**config.mk**
```make
export PLATFORM = sky130hd
export DESIGN_NAME = byte_ring_fifo_peek_skip
export DESIGN_NICKNAME = d
export VERILOG_FILES = /design/src/hw/rtl/brf_pkg.sv /design/src/hw/rtl/brf_ram.sv /design/src/hw/rtl/brf_ctrl.sv /design/src/hw/rtl/byte_ring_fifo_peek_skip.sv
export SDC_FILE = /design/constraint.sdc
export NUM_CORES = 2
export LEC_CHECK = 0
export ABC_AREA = 1
export BUFFER_PORTS_ARGS = -buffer_cell sky130_fd_sc_hd__buf_4
export CELL_PAD_IN_SITES_DETAIL_PLACEMENT = 0
export CELL_PAD_IN_SITES_GLOBAL_PLACEMENT = 1
export CORE_MARGIN = 1.5
export CORE_UTILIZATION = 35
export CTS_BUF_LIST = sky130_fd_sc_hd__clkbuf_8
export CTS_CLUSTER_DIAMETER = 200
export DETAILED_ROUTE_END_ITERATION = 10
export HOLD_SLACK_MARGIN = 0.15
export PLACE_DENSITY = 0.57
export SYNTH_ARGS = -nofsm -noshare
export SYNTH_HDL_FRONTEND = slang
export SYNTH_SLANG_ARGS = --single-unit
```
**constraint.sdc**
```tcl
create_clock -name clk -period 8.05 [get_ports clk]
set_clock_uncertainty 0.05 [all_clocks]
set_input_delay 1.61 -clock clk [delete_from_list [all_inputs] [get_ports clk]]
set_output_delay 1.61 -clock clk [all_outputs]
set_load 0.005 [all_outputs]
```
**src/hw/rtl/brf_pkg.sv**
```systemverilog
package brf_pkg;

	localparam int DEPTH = 256;
	localparam int PTR_W = $clog2(DEPTH);
	localparam int CNT_W = 9;
	localparam int OP_W  = 3;
	localparam int CAP_W = 9;

	typedef enum logic [OP_W-1:0] {
		OP_PUT   = 3'd0,
		OP_GET   = 3'd1,
		OP_PEEK  = 3'd2,
		OP_SKIP  = 3'd3,
		OP_FLUSH = 3'd4
	} op_t;

	typedef struct packed {
		logic [OP_W-1:0]  operation;
		logic [7:0]       data_in;
		logic [CNT_W-1:0] amount;
	} cmd_t;

	typedef struct packed {
		logic             ok;
		logic [7:0]       data_out;
		logic [CNT_W-1:0] dropped;
		logic [CNT_W-1:0] fill_level;
		logic [CNT_W-1:0] free_space;
		logic             empty_res;
		logic             full_res;
	} res_t;

	// Store access issued by the control logic for one beat.
	typedef struct packed {
		logic             we;
		logic [PTR_W-1:0] waddr;
		logic [7:0]       wdata;
		logic             re;
		logic [PTR_W-1:0] raddr;
	} mem_req_t;

endpackage

```
**src/hw/rtl/brf_ram.sv**
```systemverilog
module brf_ram #(
	parameter int WIDTH = 8,
	parameter int DEPTH = 256
) (
	input  logic                     clk,
	input  logic                     we,
	input  logic [$clog2(DEPTH)-1:0] waddr,
	input  logic [WIDTH-1:0]         wdata,
	input  logic                     re,
	input  logic [$clog2(DEPTH)-1:0] raddr,
	output logic [WIDTH-1:0]         rdata
);

	logic [WIDTH-1:0] mem [DEPTH];

	always_ff @(posedge clk) begin
		if (we) begin
			mem[waddr] <= wdata;
		end
		if (re) begin
			rdata <= mem[raddr];
		end
	end

endmodule

```
**src/hw/rtl/brf_ctrl.sv**
```systemverilog
module brf_ctrl (
	input  logic                        clk,
	input  logic                        arst_n,
	input  logic                        accept,
	input  brf_pkg::cmd_t               cmd,
	input  logic [brf_pkg::CAP_W-1:0]   capacity,
	input  logic [7:0]                  rdata,
	output brf_pkg::mem_req_t           mem_req,
	output logic                        done,
	output brf_pkg::res_t               res
);

	import brf_pkg::*;

	localparam int SUM_W = CNT_W + 1;
	localparam logic [CAP_W-1:0] CAP_MAX = CAP_W'(DEPTH);

	logic [PTR_W-1:0] rd_pos_q, wr_pos_q, rd_pos_d, wr_pos_d;
	logic [CNT_W-1:0] fill_q, fill_d;
	logic [CAP_W-1:0] cap_eff;
	logic             ok_d, rd_d;
	logic [CNT_W-1:0] drop_d, free_d;

	logic             done_s1, rd_s1;
	logic             ok_s1, empty_s1, full_s1;
	logic [CNT_W-1:0] drop_s1, fill_s1, free_s1;

	// Add, then take the capacity off once; anything still out of range restarts at zero.
	function automatic logic [PTR_W-1:0] wrap_add(input logic [PTR_W-1:0] pos,
			input logic [CNT_W-1:0] inc, input logic [CAP_W-1:0] cap);
		logic [SUM_W-1:0] s;
		s = SUM_W'(pos) + SUM_W'(inc);
		if (s >= SUM_W'(cap)) begin
			s = s - SUM_W'(cap);
		end
		if (s >= SUM_W'(cap)) begin
			s = '0;
		end
		return s[PTR_W-1:0];
	endfunction

	always_comb begin
		if (capacity == '0) begin
			cap_eff = CAP_W'(1);
		end else if (capacity > CAP_MAX) begin
			cap_eff = CAP_MAX;
		end else begin
			cap_eff = capacity;
		end

		rd_pos_d      = rd_pos_q;
		wr_pos_d      = wr_pos_q;
		fill_d        = fill_q;
		ok_d          = 1'b0;
		rd_d          = 1'b0;
		drop_d        = '0;
		mem_req.we    = 1'b0;
		mem_req.waddr = wr_pos_q;
		mem_req.wdata = cmd.data_in;
		mem_req.re    = 1'b0;
		mem_req.raddr = rd_pos_q;

		if (accept) begin
			case (cmd.operation)
				OP_PUT: begin
					if (CAP_W'(fill_q) < cap_eff) begin
						mem_req.we = 1'b1;
						wr_pos_d   = wrap_add(wr_pos_q, CNT_W'(1), cap_eff);
						fill_d     = fill_q + CNT_W'(1);
						ok_d       = 1'b1;
					end
				end
				OP_GET: begin
					if (fill_q != '0) begin
						mem_req.re = 1'b1;
						rd_d       = 1'b1;
						rd_pos_d   = wrap_add(rd_pos_q, CNT_W'(1), cap_eff);
						fill_d     = fill_q - CNT_W'(1);
						ok_d       = 1'b1;
					end
				end
				OP_PEEK: begin
					if (cmd.amount < fill_q) begin
						mem_req.re    = 1'b1;
						mem_req.raddr = wrap_add(rd_pos_q, cmd.amount, cap_eff);
						rd_d          = 1'b1;
						ok_d          = 1'b1;
					end
				end
				OP_SKIP: begin
					drop_d   = (cmd.amount > fill_q) ? fill_q : cmd.amount;
					rd_pos_d = wrap_add(rd_pos_q, drop_d, cap_eff);
					fill_d   = fill_q - drop_d;
					ok_d     = 1'b1;
				end
				OP_FLUSH: begin
					rd_pos_d = '0;
					wr_pos_d = '0;
					fill_d   = '0;
					ok_d     = 1'b1;
				end
				default: begin
				end
			endcase
		end

		free_d = (CAP_W'(fill_d) < cap_eff) ? CNT_W'(cap_eff - CAP_W'(fill_d)) : '0;
	end

	always_ff @(posedge clk or negedge arst_n) begin
		if (!arst_n) begin
			rd_pos_q <= '0;
			wr_pos_q <= '0;
			fill_q   <= '0;
			done_s1  <= 1'b0;
			rd_s1    <= 1'b0;
		end else begin
			rd_pos_q <= rd_pos_d;
			wr_pos_q <= wr_pos_d;
			fill_q   <= fill_d;
			done_s1  <= accept;
			rd_s1    <= rd_d;
		end
	end

	always_ff @(posedge clk) begin
		ok_s1    <= ok_d;
		drop_s1  <= drop_d;
		fill_s1  <= fill_d;
		free_s1  <= free_d;
		empty_s1 <= (fill_d == '0);
		full_s1  <= (CAP_W'(fill_d) >= cap_eff);
	end

	// Read data lands from the store in the result cycle; zero it for non-reads.
	always_comb begin
		done           = done_s1;
		res.ok         = ok_s1;
		res.data_out   = rd_s1 ? rdata : 8'd0;
		res.dropped    = drop_s1;
		res.fill_level = fill_s1;
		res.free_space = free_s1;
		res.empty_res  = empty_s1;
		res.full_res   = full_s1;
	end

endmodule

```
**src/hw/rtl/byte_ring_fifo_peek_skip.sv**
```systemverilog
// Each accepted command shows its result on res, strobed by done, in the following cycle.
// Throughput: one command per cycle while busy is low; the store is one RAM with one write and one
// registered read port, and the read data forms the result register for get and peek.
// The receiver cannot stall: each result is presented for exactly one cycle.
// Reset: pointers and fill count clear, capacity returns to 256, store contents are kept;
// busy stays high through reset and the first cycle after it.
module byte_ring_fifo_peek_skip (
	input  logic                       clk,
	input  logic                       arst_n,
	input  logic                       start,
	output logic                       busy,
	input  brf_pkg::cmd_t              cmd,
	input  logic                       cfg_valid,
	output logic                       cfg_ready,
	input  logic [brf_pkg::CAP_W-1:0]  cfg_data,
	output logic                       done,
	output brf_pkg::res_t              res
);

	import brf_pkg::*;

	logic             busy_q;
	logic [CAP_W-1:0] capacity_q;
	logic             accept;
	mem_req_t         mem_req;
	logic [7:0]       rdata;

	assign busy      = busy_q;
	assign cfg_ready = !busy_q;
	assign accept    = start && !busy_q;

	always_ff @(posedge clk or negedge arst_n) begin
		if (!arst_n) begin
			busy_q     <= 1'b1;
			capacity_q <= CAP_W'(256);
		end else begin
			busy_q <= 1'b0;
			if (cfg_valid && cfg_ready) begin
				capacity_q <= cfg_data;
			end
		end
	end

	brf_ctrl u_ctrl (
		.clk      (clk),
		.arst_n   (arst_n),
		.accept   (accept),
		.cmd      (cmd),
		.capacity (capacity_q),
		.rdata    (rdata),
		.mem_req  (mem_req),
		.done     (done),
		.res      (res)
	);

	brf_ram #(
		.WIDTH (8),
		.DEPTH (DEPTH)
	) u_store (
		.clk   (clk),
		.we    (mem_req.we),
		.waddr (mem_req.waddr),
		.wdata (mem_req.wdata),
		.re    (mem_req.re),
		.raddr (mem_req.raddr),
		.rdata (rdata)
	);

endmodule

```
==> impl_metrics.csv <==
group,metric,value,unit
global_routing,antenna_found_initial,11,
floorplanning,die_y,531,um
yosys,synth-warning-count,0,
global_routing,grtUsageTotal,21.8,%
finish,final_cell_mix,"edfxtp_1, nand2_1, nand3_1",
setup_path,reg2reg_slack,0.90,ns
pwr,pwr-share-comb,44.1,%
setup_path,startpoint,"cmd[0]",
setup_path,critPathRequiredTime,8.73,ns
drt,wirelength,314,mm
pwr,p_leak,0.0438,uW
clock_network,htree_levels,5,
clock_network,cts_tree,"yes",
pwr,pwr-share-seq,32.2,%
sta,slew_headroom,10.4,%
yosys,async_flop_share,1.74,%
outcome,status,"completed",
floorplanning,ios,74,
setup_path,crit_end,"u_store.rdata[1]",
yosys,synth-edff-count,2056,
drt,drt_iter0_drc,5754,
floorplanning,die_w,531,um
pwr,fin_total_pwr,38300,uW
sta,fin_crit_sh,90.9,%
setup_path,cpPeakStageDelay,0.50,ns
clock_network,clock_latency,0.98,ns
sta,fmax,137,MHz
pwr,switching_power,15800,uW
yosys,synthDistinctLibCells,60,
setup_path,critical_path.max_fanout,29,
placed_design,hpwl,191,mm
clock_network,cts.sinks,2123,
finish,final_util,40.1,%
global_routing,grt_overflow,0,
placed_design,port_buffers,73,
job,maxCapViolations,0,
global_routing,grt_start_max_net_pins,146,
finish,area_delta_synth_final,13.8,%
setup_path,critical_path_arrival,8.00,ns
clock_network,cts_root_buf,"clkbuf_8",
drt,route.vias.total,68100,
sta,worst_pin_slew,1.33,ns
min_path,min_path_type,"reg -> reg",
placed_design,dp_slack,-0.464,ns
clock_network,hold_buffers,0,
clock_network,cts_setup_buffers,0,
finish,drive_gt1_share,10.3,%
setup_path,r2r_end,"u_ctrl.rd_pos_q[2]",
yosys,syn_area,97700,um2
yosys,ys_ff_latch,2123,
sta,timing.hold.ws,0.488,ns
setup_path,cp_slowest_cell,"o21ai_0",
sta,finalHoldViolCount,0,
sta,setup_slack,0.734,ns
clock_network,cts.repair.resized,0,
sta,rsz0062_at_grt,"no",
finish,final_common_cell,"edfxtp_1",
pwr,swShare,41.2,%
floorplanning,core-area,277000,um2
setup_path,start_kind,"primary input",
yosys,synth_cells,9169,
finish,nNetsFinal,9656,
drt,vias_per_cell,5.05,
pwr,power.density,345,nW/um2
setup_path,setup.worst_path.class,"in -> reg",
sta,setup_viol,0,
drt,routedWlPerCell,23.3,um
placed_design,finalWeightedCongestion,0.854,
drt,drc,0,
yosys,yosysSeqAreaShare,64.8,%
sta,maxSlewViolCount,0,
drt,first_pass_iters,6,
sta,finalCriticalPeriod,7.32,ns
yosys,synth_nets,9339,
floorplanning,placementRows,193,
setup_path,cp_common_cell,"nand3_1",
drt,antenna_left,0,
global_routing,grt_pass1_vias,67500,
clock_network,cts_buffer_depth,4,
pwr,pwr-share-clk,23.7,%
setup_path,endpoint_kind,"register",
global_routing,grt_pass1_wl,460,mm
pwr,max-vdd-ir-drop,232,uV
pwr,p_int,22500,uW
yosys,synth_area_per_cell,10.7,um2
floorplanning,initial_core_util,35.3,%
setup_path,reg2reg_depth,46,
floorplanning,die_area,282000,um2
setup_path,r2r_start,"u_ctrl.fill_q[8]",
clock_network,clkTransAtPathRegs,0.06,ns
clock_network,cts_made_buffers,379,
yosys,ys.flop_type,"edfxtp_1",
min_path,worstHoldStart,"capacity_q[0]",
-- cells in the mapped netlist, types with 3 or more instances --
master    count  share of area [%]
edfxtp_1   2056                 63
mux2_2        7              0.081
buf_4        39               0.30
dfxtp_1      30               0.61
inv_1      1094                4.2
nor3_1       23               0.12
nor2_1      345                1.3
buf_1        72               0.28
nand4_1      16               0.10
nand2_2       4              0.026
o21a_1        6              0.046
a31oi_1      11              0.070
a21o_1        4              0.031
ha_1        129                1.7
a21boi_0      3              0.023
or2_2        12              0.077
nor4_1        8              0.051
inv_2         3              0.012
nand3b_1    562                4.3
clkbuf_1    132               0.51
a22oi_1       3              0.023
o22ai_1       5              0.032
buf_2       256                1.3
xor2_1       32               0.29
o21ai_0     108               0.55
a21oi_1      86               0.44
xnor2_1      18               0.16
dfrtp_1      35               0.90
and2_1        3              0.019
fa_1          8               0.16
nand3_1    1796                9.2
nor2_4        5              0.058
a211oi_1      5              0.038
buf_6        59               0.68
nand2_1    2048                7.9
o211ai_1    113               0.87
-- critical path, delay by kind of cell --
family                   cells  cell delay, ns
AO/OA/AOI/OAI                5            0.96
XOR/XNOR                     1            0.19
adder cells (fa/ha/maj)      4            1.27
buffers and inverters        7            1.00
AND/OR/NAND/NOR             22            2.89
-- area by class of cell --
class	count	area (um2)
Fill cell	27000	166000
Sequential cell	2123	63300
Multi-Input combinational cell	5385	27400
Clock buffer	385	5300
Timing Repair Buffer	497	5080
Tap cell	3705	4640
Inverter	1100	4150
Clock inverter	286	1290
Antenna cell	3	7.51
-- worst min path at each step --
stage	end	depth (start not counted)
floorplan	capacity_q[1]	1
global placement	capacity_q[0]	2
detailed placement	capacity_q[0]	2
CTS	capacity_q[0]	2
global route	capacity_q[5]	1
finish	capacity_q[0]	2
-- registers in the layout (all words and copies together), names as in the netlist --
name / count
u_ctrl.done: 1
u_ctrl.empty_s1: 1
u_ctrl.wr_pos_q: 8
u_ctrl.drop_s1: 9
u_store.mem: 2048
u_ctrl.rd_pos_q: 8
u_store.rdata: 8
u_ctrl.rd_s1: 1
capacity_q: 9
u_ctrl.fill_s1: 9
u_ctrl.fill_q: 9
u_ctrl.ok_s1: 1
busy: 1
u_ctrl.free_s1: 9
u_ctrl.full_s1: 1
-- cell families after synthesis --
kind of cell             share of synthesized area (%)
adder cells (fa/ha/maj)                           1.82
flip-flops                                        64.8
XOR/XNOR                                         0.448
buffers and inverters                             7.35
other                                          0.00384
AO/OA/AOI/OAI                                     2.28
AND/OR/NAND/NOR                                   23.3
multiplexers                                    0.0807
-- power by group through the flow --
| stage | registers [uW] | clock network (uW) | logic (uW) |
|---|---|---|---|
| finish | 12300 | 9090 | 16900 |
| detailed placement | 12600 | 0 | 16900 |
| CTS | 12300 | 9340 | 16900 |
| global route | 12300 | 9770 | 18400 |
| global placement | 12600 | 0 | 16900 |
| floorplan | 12500 | 0 | 9860 |
-- layer usage --
metal	vias to the layer above	share of wire, %	GRT usage, %
met4	0	2.9	6.67
met3	476	5.2	2.61
met1	33600	46	30.8
met5	-	0	0
li1	32100	-	-
met2	1921	46	34.9
-- metrics by stage --
step           instance area, um2  TNS, ns  std cells
2_1_floorplan               97700        0       9169
3_3_place_gp               105000    -5.59      12800
3_5_place_dp               105000    -4.32      12800
4_1_cts                    111000        0      13500
5_1_grt                    111000        0      13500
6_report                   111000        0      13500
Power figures use the tool's default switching activity.
